## src/design/port_reply_line_parser_assert.svh

```systemverilog
// assertion macros for the port reply line parser
// each macro expects clk_i and rst_ni in scope
`ifndef PORT_REPLY_LINE_PARSER_ASSERT_SVH
`define PORT_REPLY_LINE_PARSER_ASSERT_SVH

// same-cycle implication
`define PRLP_ASSERT_NOW(label, ante, cons, msg) \
  label: assert property (@(posedge clk_i) disable iff (!rst_ni) (ante) |-> (cons)) \
    else $error(msg);

// next-cycle implication
`define PRLP_ASSERT_NEXT(label, ante, cons, msg) \
  label: assert property (@(posedge clk_i) disable iff (!rst_ni) (ante) |=> (cons)) \
    else $error(msg);

`endif

```

## src/design/prlp_pkg.sv

```systemverilog
// ----------------------------------------------------------------------------
// prlp_pkg
// Shared widths, character codes and status codes of the reply line parser.
// ----------------------------------------------------------------------------
package prlp_pkg;

  localparam int unsigned DATA_W = 32;
  localparam int unsigned ACC_W  = DATA_W + 4;
  localparam int unsigned IDX_W  = 9;
  localparam int unsigned STAT_W = 3;

  localparam logic [7:0] CHAR_COLON = 8'h3A;
  localparam logic [7:0] CHAR_P     = 8'h50;
  localparam logic [7:0] CHAR_C     = 8'h43;
  localparam logic [7:0] CHAR_PLUS  = 8'h2B;
  localparam logic [7:0] CHAR_MINUS = 8'h2D;
  localparam logic [7:0] CHAR_SPACE = 8'h20;
  localparam logic [7:0] CHAR_TAB   = 8'h09;
  localparam logic [7:0] CHAR_CR    = 8'h0D;
  localparam logic [7:0] CHAR_ZERO  = 8'h30;
  localparam logic [7:0] CHAR_NINE  = 8'h39;

  localparam logic [ACC_W-1:0] MAG_LIM_POS = ACC_W'(64'h7FFF_FFFF);
  localparam logic [ACC_W-1:0] MAG_LIM_NEG = ACC_W'(64'h8000_0000);

  localparam logic [DATA_W-1:0] NEG_ONE = '1;

  localparam logic [STAT_W-1:0] ST_OK        = 3'd0;
  localparam logic [STAT_W-1:0] ST_NO_COLON  = 3'd1;
  localparam logic [STAT_W-1:0] ST_BAD_ORDER = 3'd2;
  localparam logic [STAT_W-1:0] ST_BAD_PFX   = 3'd3;
  localparam logic [STAT_W-1:0] ST_IDX_RANGE = 3'd4;

  function automatic logic is_ws(input logic [7:0] c);
    return (c == CHAR_SPACE) || (c >= CHAR_TAB && c <= CHAR_CR);
  endfunction

  function automatic logic is_digit(input logic [7:0] c);
    return (c >= CHAR_ZERO) && (c <= CHAR_NINE);
  endfunction

endpackage

```

## src/design/prlp_num_acc.sv

```systemverilog
// ----------------------------------------------------------------------------
// prlp_num_acc
// Decimal accumulate step: magnitude times ten plus one digit, with the
// signed 32-bit range check for the current sign.
// ----------------------------------------------------------------------------
module prlp_num_acc
  import prlp_pkg::*;
(
  input  logic [DATA_W-1:0] acc_i,
  input  logic              negative_i,
  input  logic [3:0]        digit_i,
  output logic [DATA_W-1:0] sum_o,
  output logic              ok_o
);

  logic [ACC_W-1:0] acc_x;
  logic [ACC_W-1:0] wide;
  logic [ACC_W-1:0] limit;

  // times ten as two shifts, room for the carry out
  assign acc_x = ACC_W'(acc_i);
  assign wide  = (acc_x << 3) + (acc_x << 1) + ACC_W'(digit_i);
  assign limit = negative_i ? MAG_LIM_NEG : MAG_LIM_POS;
  assign ok_o  = (wide <= limit);
  assign sum_o = wide[DATA_W-1:0];

endmodule

```

## src/design/port_reply_line_parser.sv

```systemverilog
// ----------------------------------------------------------------------------
// port_reply_line_parser
// Parses one controller reply line, a byte per word, into a port number, a
// picked list number and a status code.
// ----------------------------------------------------------------------------
// Input channel: one byte of the line per word (char_code_i), the wanted list
// position (wanted_index_i, taken from the first byte of each line only) and
// line_end_i on the last byte. Output channel: one word per line, sent for
// the byte that carries line_end_i, with port_number_o, picked_number_o and
// parse_status_o (0 ok, 1 no colon, 2 P/C order, 3 bad prefix, 4 index range).
// Throughput: one byte per cycle. Each byte is held in an input register,
// then one pass of logic (a times-ten accumulate for prefix and list each)
// updates the line state and, on line end, loads the result register.
// The last byte of a line passes from the input register into the result
// register, which then holds the reply with out_valid_o high.
// When the receiver stalls, bytes keep flowing until a line end byte finds
// the result register still full; it then waits in the input register and
// in_ready_o drops until the result is taken.
// Reset: all line state is cleared, no result is pending; the state also
// returns to this clean form after every line end.
// ----------------------------------------------------------------------------
module port_reply_line_parser
  import prlp_pkg::*;
#(
  parameter int unsigned MAX_NUMBERS = 255
) (
  input  logic                     clk_i,
  input  logic                     rst_ni,
  input  logic                     in_valid_i,
  output logic                     in_ready_o,
  input  logic [7:0]               char_code_i,
  input  logic signed [IDX_W-1:0]  wanted_index_i,
  input  logic                     line_end_i,
  output logic                     out_valid_o,
  input  logic                     out_ready_i,
  output logic signed [DATA_W-1:0] port_number_o,
  output logic signed [DATA_W-1:0] picked_number_o,
  output logic [STAT_W-1:0]        parse_status_o
);

  localparam int unsigned CntW = $clog2(MAX_NUMBERS + 1);
  localparam int unsigned CmpW = (CntW > IDX_W) ? CntW : IDX_W;

  // token parser phases
  localparam logic [1:0] PH_SKIP   = 2'd0;
  localparam logic [1:0] PH_SIGN   = 2'd1;
  localparam logic [1:0] PH_DIGITS = 2'd2;
  localparam logic [1:0] PH_STOP   = 2'd3;

  // input register
  logic             in_valid_q;
  logic [7:0]       char_q;
  logic [IDX_W-1:0] idx_in_q;
  logic             end_q;
  logic             s1_fire;

  // line state
  logic              colon_q, colon_d;
  logic              p_seen_q, p_seen_d;
  logic              c_after_q, c_after_d;
  logic              c_before_q, c_before_d;
  logic [1:0]        pfx_phase_q, pfx_phase_d;
  logic              pfx_neg_q, pfx_neg_d;
  logic [DATA_W-1:0] pfx_acc_q, pfx_acc_d;
  logic              pfx_bad_q, pfx_bad_d;
  logic [1:0]        lst_phase_q, lst_phase_d;
  logic              lst_neg_q, lst_neg_d;
  logic [DATA_W-1:0] lst_acc_q, lst_acc_d;
  logic [CntW-1:0]   count_q, count_d;
  logic [DATA_W-1:0] picked_q, picked_d;
  logic [IDX_W-1:0]  latched_q, latched_d;
  logic              started_q;

  // result register
  logic              out_valid_q;
  logic [DATA_W-1:0] res_port_q, res_port_d;
  logic [DATA_W-1:0] res_pick_q, res_pick_d;
  logic [STAT_W-1:0] res_stat_q, res_stat_d;

  logic              c_ws, c_dig, c_sign, c_minus;
  logic [DATA_W-1:0] pfx_sum, lst_sum;
  logic              pfx_ok, lst_ok;
  logic              commit_early, commit;
  logic [DATA_W-1:0] commit_val;
  logic [IDX_W-1:0]  eff_idx;

  assign s1_fire    = in_valid_q && (!end_q || !out_valid_q || out_ready_i);
  assign in_ready_o = !in_valid_q || s1_fire;

  assign c_ws    = is_ws(char_q);
  assign c_dig   = is_digit(char_q);
  assign c_minus = (char_q == CHAR_MINUS);
  assign c_sign  = (char_q == CHAR_PLUS) || c_minus;
  assign eff_idx = started_q ? latched_q : idx_in_q;

  prlp_num_acc u_pfx_acc (
    .acc_i      (pfx_acc_q),
    .negative_i (pfx_neg_q),
    .digit_i    (char_q[3:0]),
    .sum_o      (pfx_sum),
    .ok_o       (pfx_ok)
  );

  prlp_num_acc u_lst_acc (
    .acc_i      (lst_acc_q),
    .negative_i (lst_neg_q),
    .digit_i    (char_q[3:0]),
    .sum_o      (lst_sum),
    .ok_o       (lst_ok)
  );

  always_comb begin
    colon_d      = colon_q;
    p_seen_d     = p_seen_q;
    c_after_d    = c_after_q;
    c_before_d   = c_before_q;
    pfx_phase_d  = pfx_phase_q;
    pfx_neg_d    = pfx_neg_q;
    pfx_acc_d    = pfx_acc_q;
    pfx_bad_d    = pfx_bad_q;
    lst_phase_d  = lst_phase_q;
    lst_neg_d    = lst_neg_q;
    lst_acc_d    = lst_acc_q;
    count_d      = count_q;
    picked_d     = picked_q;
    latched_d    = eff_idx;
    commit_early = 1'b0;
    res_port_d   = NEG_ONE;
    res_pick_d   = NEG_ONE;
    res_stat_d   = ST_OK;

    // list after the colon
    if (colon_q) begin
      case (lst_phase_q)
        PH_DIGITS: begin
          if (c_dig) begin
            if (lst_ok) lst_acc_d = lst_sum;
            else        lst_phase_d = PH_STOP;
          end else begin
            // number ends, this byte opens the next token
            commit_early = 1'b1;
            lst_acc_d    = '0;
            lst_neg_d    = 1'b0;
            if (c_ws) begin
              lst_phase_d = PH_SKIP;
            end else if (c_sign) begin
              lst_neg_d   = c_minus;
              lst_phase_d = PH_SIGN;
            end else begin
              lst_phase_d = PH_STOP;
            end
          end
        end
        PH_SKIP: begin
          if (c_ws) begin
            lst_phase_d = PH_SKIP;
          end else if (c_sign) begin
            lst_neg_d   = c_minus;
            lst_phase_d = PH_SIGN;
          end else if (c_dig && lst_ok) begin
            lst_acc_d   = lst_sum;
            lst_phase_d = PH_DIGITS;
          end else begin
            lst_phase_d = PH_STOP;
          end
        end
        PH_SIGN: begin
          if (c_dig && lst_ok) begin
            lst_acc_d   = lst_sum;
            lst_phase_d = PH_DIGITS;
          end else begin
            lst_phase_d = PH_STOP;
          end
        end
        default: ;
      endcase
    end else if (char_q == CHAR_COLON) begin
      colon_d = 1'b1;
    end

    // at most one number completes per byte
    commit = commit_early || (end_q && lst_phase_d == PH_DIGITS);
    if (commit_early) commit_val = lst_neg_q ? (DATA_W'(0) - lst_acc_q) : lst_acc_q;
    else              commit_val = lst_neg_d ? (DATA_W'(0) - lst_acc_d) : lst_acc_d;
    if (commit && count_q < CntW'(MAX_NUMBERS)) begin
      if (!eff_idx[IDX_W-1] && CmpW'(count_q) == CmpW'(eff_idx[IDX_W-2:0])) begin
        picked_d = commit_val;
      end
      count_d = count_q + CntW'(1);
    end

    // prefix between P and C
    if (!p_seen_q) begin
      if (char_q == CHAR_P)      p_seen_d   = 1'b1;
      else if (char_q == CHAR_C) c_before_d = 1'b1;
    end else if (!c_after_q) begin
      if (char_q == CHAR_C) begin
        c_after_d = 1'b1;
      end else begin
        case (pfx_phase_q)
          PH_SKIP: begin
            if (c_ws) begin
              pfx_phase_d = PH_SKIP;
            end else if (c_sign) begin
              pfx_neg_d   = c_minus;
              pfx_phase_d = PH_SIGN;
            end else if (c_dig && pfx_ok) begin
              pfx_acc_d   = pfx_sum;
              pfx_phase_d = PH_DIGITS;
            end else begin
              pfx_bad_d   = 1'b1;
              pfx_phase_d = PH_STOP;
            end
          end
          PH_SIGN: begin
            if (c_dig && pfx_ok) begin
              pfx_acc_d   = pfx_sum;
              pfx_phase_d = PH_DIGITS;
            end else begin
              pfx_bad_d   = 1'b1;
              pfx_phase_d = PH_STOP;
            end
          end
          PH_DIGITS: begin
            if (!c_dig) begin
              pfx_phase_d = PH_STOP;
            end else if (pfx_ok) begin
              pfx_acc_d = pfx_sum;
            end else begin
              pfx_bad_d   = 1'b1;
              pfx_phase_d = PH_STOP;
            end
          end
          default: ;
        endcase
      end
    end

    // result, lowest applicable code wins
    if (!colon_d) begin
      res_stat_d = ST_NO_COLON;
    end else if (!p_seen_d || !c_after_d || c_before_d) begin
      res_stat_d = ST_BAD_ORDER;
    end else if (pfx_bad_d || pfx_phase_d == PH_SKIP || pfx_phase_d == PH_SIGN) begin
      res_stat_d = ST_BAD_PFX;
    end else begin
      res_port_d = pfx_neg_d ? (DATA_W'(0) - pfx_acc_d) : pfx_acc_d;
      if (eff_idx[IDX_W-1] || CmpW'(eff_idx[IDX_W-2:0]) >= CmpW'(count_d)) begin
        res_stat_d = ST_IDX_RANGE;
      end else begin
        res_stat_d = ST_OK;
        res_pick_d = picked_d;
      end
    end
  end

  // control registers
  always_ff @(posedge clk_i or negedge rst_ni) begin
    if (!rst_ni) begin
      in_valid_q  <= 1'b0;
      out_valid_q <= 1'b0;
      colon_q     <= 1'b0;
      p_seen_q    <= 1'b0;
      c_after_q   <= 1'b0;
      c_before_q  <= 1'b0;
      pfx_phase_q <= PH_SKIP;
      pfx_neg_q   <= 1'b0;
      pfx_acc_q   <= '0;
      pfx_bad_q   <= 1'b0;
      lst_phase_q <= PH_SKIP;
      lst_neg_q   <= 1'b0;
      lst_acc_q   <= '0;
      count_q     <= '0;
      picked_q    <= NEG_ONE;
      latched_q   <= '0;
      started_q   <= 1'b0;
    end else begin
      if (in_ready_o) in_valid_q <= in_valid_i;
      if (s1_fire && end_q)    out_valid_q <= 1'b1;
      else if (out_ready_i)    out_valid_q <= 1'b0;
      if (s1_fire) begin
        if (end_q) begin
          // line done, back to the clean state
          colon_q     <= 1'b0;
          p_seen_q    <= 1'b0;
          c_after_q   <= 1'b0;
          c_before_q  <= 1'b0;
          pfx_phase_q <= PH_SKIP;
          pfx_neg_q   <= 1'b0;
          pfx_acc_q   <= '0;
          pfx_bad_q   <= 1'b0;
          lst_phase_q <= PH_SKIP;
          lst_neg_q   <= 1'b0;
          lst_acc_q   <= '0;
          count_q     <= '0;
          picked_q    <= NEG_ONE;
          latched_q   <= '0;
          started_q   <= 1'b0;
        end else begin
          colon_q     <= colon_d;
          p_seen_q    <= p_seen_d;
          c_after_q   <= c_after_d;
          c_before_q  <= c_before_d;
          pfx_phase_q <= pfx_phase_d;
          pfx_neg_q   <= pfx_neg_d;
          pfx_acc_q   <= pfx_acc_d;
          pfx_bad_q   <= pfx_bad_d;
          lst_phase_q <= lst_phase_d;
          lst_neg_q   <= lst_neg_d;
          lst_acc_q   <= lst_acc_d;
          count_q     <= count_d;
          picked_q    <= picked_d;
          latched_q   <= latched_d;
          started_q   <= 1'b1;
        end
      end
    end
  end

  // payload registers
  always_ff @(posedge clk_i) begin
    if (in_valid_i && in_ready_o) begin
      char_q   <= char_code_i;
      idx_in_q <= wanted_index_i;
      end_q    <= line_end_i;
    end
    if (s1_fire && end_q) begin
      res_port_q <= res_port_d;
      res_pick_q <= res_pick_d;
      res_stat_q <= res_stat_d;
    end
  end

  assign out_valid_o     = out_valid_q;
  assign port_number_o   = res_port_q;
  assign picked_number_o = res_pick_q;
  assign parse_status_o  = res_stat_q;

`include "port_reply_line_parser_assert.svh"

  `PRLP_ASSERT_NOW(a_err_minus_one, out_valid_q && res_stat_q != ST_OK && res_stat_q != ST_IDX_RANGE, res_port_q == NEG_ONE && res_pick_q == NEG_ONE, "structural error without -1 results")
  `PRLP_ASSERT_NOW(a_pick_on_ok_only, out_valid_q && res_stat_q != ST_OK, res_pick_q == NEG_ONE, "picked number given with nonzero status")
  `PRLP_ASSERT_NEXT(a_line_clears, s1_fire && end_q, !started_q && !colon_q && count_q == '0 && lst_phase_q == PH_SKIP, "line state not cleared after line end")
  `PRLP_ASSERT_NOW(a_count_cap, started_q, count_q <= CntW'(MAX_NUMBERS), "list count past its cap")

endmodule

```

## config.mk

```make
export PLATFORM = sky130hd
export DESIGN_NAME = port_reply_line_parser
export DESIGN_NICKNAME = d
export VERILOG_FILES = /design/src/design/prlp_pkg.sv /design/src/design/prlp_num_acc.sv /design/src/design/port_reply_line_parser.sv
export VERILOG_INCLUDE_DIRS = /design/src /design/src/design
export SDC_FILE = /design/constraint.sdc
export NUM_CORES = 1
export LEC_CHECK = 0
export ABC_AREA = 1
export ABC_CLOCK_PERIOD_IN_PS = 7750
export BUFFER_PORTS_ARGS = -buffer_cell sky130_fd_sc_hd__clkbuf_2
export CAP_MARGIN = 20
export CORE_MARGIN = 10
export CORE_UTILIZATION = 55
export DETAILED_ROUTE_END_ITERATION = 10
export GPL_TIMING_DRIVEN = 0
export MAX_ROUTING_LAYER = met4
export PLACE_DENSITY = 0.72
export RECOVER_POWER = 50
export SYNTH_ARGS = -nofsm -noshare
export SYNTH_HDL_FRONTEND = slang
export SYNTH_HIERARCHICAL = 1
export SYNTH_SLANG_ARGS = --single-unit
```

## constraint.sdc

```tcl
create_clock -name clk_i -period 7.75 [get_ports clk_i]
set_clock_uncertainty 0.2 [all_clocks]
set_input_delay 0 -clock clk_i [delete_from_list [all_inputs] [get_ports clk_i]]
set_output_delay 0 -clock clk_i [all_outputs]
set_load 0.1 [all_outputs]
```

==> impl_summary.txt <==
----------------------------------------------------
[Run status]
  Status ... finished with violations
  Failing checks ... capacitance limit, slew limit

[CTS]
  Clk pin slew, worst setup/hold paths ... 0.06 ns
  Worst skew pair latency ... 0.58 ns
  H-tree Lvls ... 1
  CTS tree ... yes
  Number of buffers added by the clock tree synthesis step ... 27
  Clock sink count ... 212
  Root cell of the clock tree ... sky130_fd_sc_hd__clkbuf_16
  Deepest clock path buffer count ... 3

[Detailed routing]
  DRC violation count after routing ... 0
  Number of iterations in the first detailed-routing pass ... 6
  Average vias per placed instance ... 5.75
  Count of routing violations after the opening detailed-route iteration ... 1686
  Drt wl/cell ... 19.3 µm
  Number of vias after detailed routing ... 20541
  Final wirelength ... 68.8 mm
  Detail Route Antenna Nets ... 0

[Floorplan]
  Core footprint ... 35700 µm²
  Total I/O pin count ... 91
  Effective utilization at floorplan ... 56.0%
  Die Footprint ... 44400 µm²
  Die outline width ... 211 µm
  Height of the die ... 211 µm
  Num rows ... 69

[Logic synthesis]
  Post-synthesis async set-or-reset flop share ... 59.9%
  Mux share of post-synthesis cell area ... 0%
  Post-Synth Adder-Cell Area ... 13.3%
  Number of synthesized flops with an enable pin ... 85
  Synth warn ... 6
  Number of nets produced by synthesis ... 3152
  Combined area of all synthesized cells ... 20000 µm²
  Count of distinct cell types in the synthesized netlist ... 61
  Synth Area in Compound Gates ... 14.2%
  Portion of the post-synthesis area used by sequential elements ... 28.8%
  Library cell with the largest summed area after synthesis ... sky130_fd_sc_hd__nand2_1
  Simple-gate area share of the yosys netlist ... 31.7%
  Main combinational cell family by area after synthesis ... simple AND/OR/NAND/NOR gates
  Synthesized flop and latch total ... 212
  Xor-xnor portion of the synthesized cell area ... 3.28%
  Area contributors post-synth ... sky130_fd_sc_hd__nand2_1 (15%), sky130_fd_sc_hd__ha_1 (13%), sky130_fd_sc_hd__edfxtp_1 (13%)
  Syn Inst Count ... 2920
  Average footprint of a synthesized cell ... 6.86 µm²
  Synth Flop Type ... sky130_fd_sc_hd__dfrtp_1
  Share of the synthesized area in the top cell type ... 15.4%

[Timing]
  Worst-Margin Slew ... 5.72 ns
  Max transition margin ... -281%
  Fmax ... 137 MHz
  TNS Setup ... 0 ns
  Ratio of final minimum period to clock period ... 94.1%
  Number of hold violations in the final report ... 0
  Count of final max-slew check failures ... 129
  Setup violations, final ... 0
  Setup repair after global routing missed its margin ... false
  Final critical delay including setup and external delays ... 7.30 ns

[Pwr]
  Comb power frac ... 8.1%
  Net Switching ... 0.717 mW
  Fraction of power consumed by the clock network ... 47.6%
  Static power due to leakage ... 11.5 nW
  Areal power density over the cells ... 121 nW/µm²
  Sequential Power Share ... 44.4%
  Internal power summed over all cells ... 1.99 mW
  Switching power as a share of total power ... 26.5%
  Peak ir drop on the vdd network ... 174 µV

[Cells and area]
  Layout-stage area growth over the synthesis result ... 12.0%
  Commonest non-fill, non-tap cell in the layout ... sky130_fd_sc_hd__nand2_1
  Antenna cell count ... 0
  Number of cells in the finished layout apart from fillers ... 3573
  Flip-flop and latch area ... 5770 µm²
  Commonest non-fill, non-tap cells in the layout ... sky130_fd_sc_hd__nand2_1 (818), sky130_fd_sc_hd__inv_1 (343), sky130_fd_sc_hd__nor2_1 (315)
  Layout cell share with drive strength beyond 1 ... 9.13%
  Area taken by multi-input logic gates ... 12500 µm²
  Total of fill cells in the finished design ... 3341
  Final-stage net count ... 3323

[Global route]
  Layer with the highest usage after global routing ... met2
  Global Route met3 Usage ... 3.37%
  Met2 usage ... 54.2%
  Wire length of the first global-routing pass ... 108 mm
  Via count of the first global-routing pass ... 20016
  Aggregate global routing overflow ... 0
  Number of antenna violations at the first check in global routing ... 0
  Global Route Usage Sum ... 31.3%
  Maximum number of pins on one net before global-route repair ... 99
  Met1 Resource Use GR ... 35.2%

[Critical path]
  Endpoint arrival time on the critical path ... 7.41 ns
  Logic depth of the worst register-to-register path ... 39
  Beginning of the worst register-to-register path ... char_q[3]
  Crit end category ... register
  Crit path kind ... register to register
  Worst setup SP type ... register
  Cell type of the slowest stage on the worst timing path ... sky130_fd_sc_hd__edfxtp_1
  Endpoint required time on the critical path ... 7.87 ns
  Most common cell type on the critical path ... sky130_fd_sc_hd__nand2_1
  Start point of the critical path ... char_q[3]
  Critical Path Max Stage Delay ... 0.54 ns
  Top fanout value on the critical path ... 10

[Placement]
  Final weighted congestion of routability-driven global placement ... 1.01
  HPWL after detailed placement ... 54.1 mm
  Port Buffers ... 90
  Count of placed standard cells including taps ... 3473

[Job]
  Max-capacitance violation count ... 2

[Worst hold path]
  Min-Delay Startpoint ... out_ready_i
  Class of the tightest hold or removal check ... input pin to register
  Number of cells on the worst hold path ... 5

----------------------------------------------------
==> cell usage after synthesis, drive strengths merged (9+ instances only) <==
cell	count
o21a	9
o22ai	57
o21bai	9
a21o	13
nand2	862
dfrtp	95
nor2	345
xor2	56
ha	206
nand4	29
o211ai	11
inv	357
xnor2	19
edfxtp	85
a22oi	9
a31oi	10
buf	41
or2	22
nand3	187
a21boi	9
nor4	10
clkbuf	39
nor3	31
dfstp	32
a21oi	196
o21ai	155
==> registers in the layout (all words and copies together) (netlist names), 2 cells and up <==
register and cells:
picked_number_o 32, pfx_phase_q 2, count_q 8, parse_status_o 3, pfx_acc_q 32, char_q 8, port_number_o 32, lst_acc_q 32
latched_q 9, lst_phase_q 2, idx_in_q 9, picked_q 32
==> metrics by stage <==
step	area, µm²	setup WS, ns	util (%)	hold slack (ns)	power (mW)
6_report	22400	0.455	62.7	0.124	2.70
3_5_place_dp	21100	-0.0989	59.1	-0.284	1.42
3_3_place_gp	21100	-0.0215	58.9	-0.0230	1.41
4_1_cts	22500	0.168	62.8	0.0354	2.71
5_1_grt	22400	0.0185	62.7	0.152	2.78
2_1_floorplan	20000	1.77	-	-0.496	1.33
==> power by group through the flow <==
stage	logic (mW)	registers (mW)	clock network, mW
finish	0.218	1.20	1.29
global route	0.238	1.20	1.34
CTS	0.215	1.20	1.29
detailed placement	0.196	1.22	0
global placement	0.186	1.22	0
floorplan	0.109	1.23	0
==> path summary, 6_finish.rpt <==
check / slack (ns) / to
min reg2reg: 0.29 / latched_q[7]
max in group asynchronous: 1.57 / lst_acc_q[10]
max reg2reg: 0.46 / picked_number_o[2]
max: 0.46 / picked_number_o[2]
min: 0.12 / out_valid_o
min in group asynchronous: 0.93 / pfx_acc_q[22]
==> metal layers <==
layer  vias up  wire, µm
met2       829     33800
met4         0      4020
met1      9509     26900
met5         -         0
met3       235      4010
li1       9968         -
==> critical path, delay by kind of cell, from the launching register on <==
kind / cells / cell delay [ns]
simple gates: 23 / 2.73
fa+ha+maj: 4 / 1.39
compound gates: 8 / 1.36
flops: 1 / 0.54
xor+xnor: 2 / 0.43
buf+inv: 2 / 0.36
==> logic make-up (layout without fill, tap and decap cells) <==
group / after synthesis / count (layout)
buffers and inverters: 438 / 630
adder cells (fa/ha/maj): 210 / 210
flip-flops: 212 / 212
AND/OR/NAND/NOR: 1495 / 1495
AO/OA/AOI/OAI: 490 / 490
XOR/XNOR: 75 / 75
==> final cells by class <==
type,count,area share [%]
clock buffer,35,3.24
timing repair buffer,142,3.98
inverter,358,6.02
buffer,80,1.75
sequential,212,25.7
clock inverter,15,0.737
multi-input combinational,2270,56.0
tap,461,2.57
==> timing repair <==
item	in CTS	in global routing
hold endpoints to repair	150	0
hold buffers	44	0
setup buffers	0	4
gates resized for setup	2	6
pin swaps	0	1
setup endpoints to repair	30	32
cloned	0	0
Note: power is estimated with default switching activity, not from simulation.
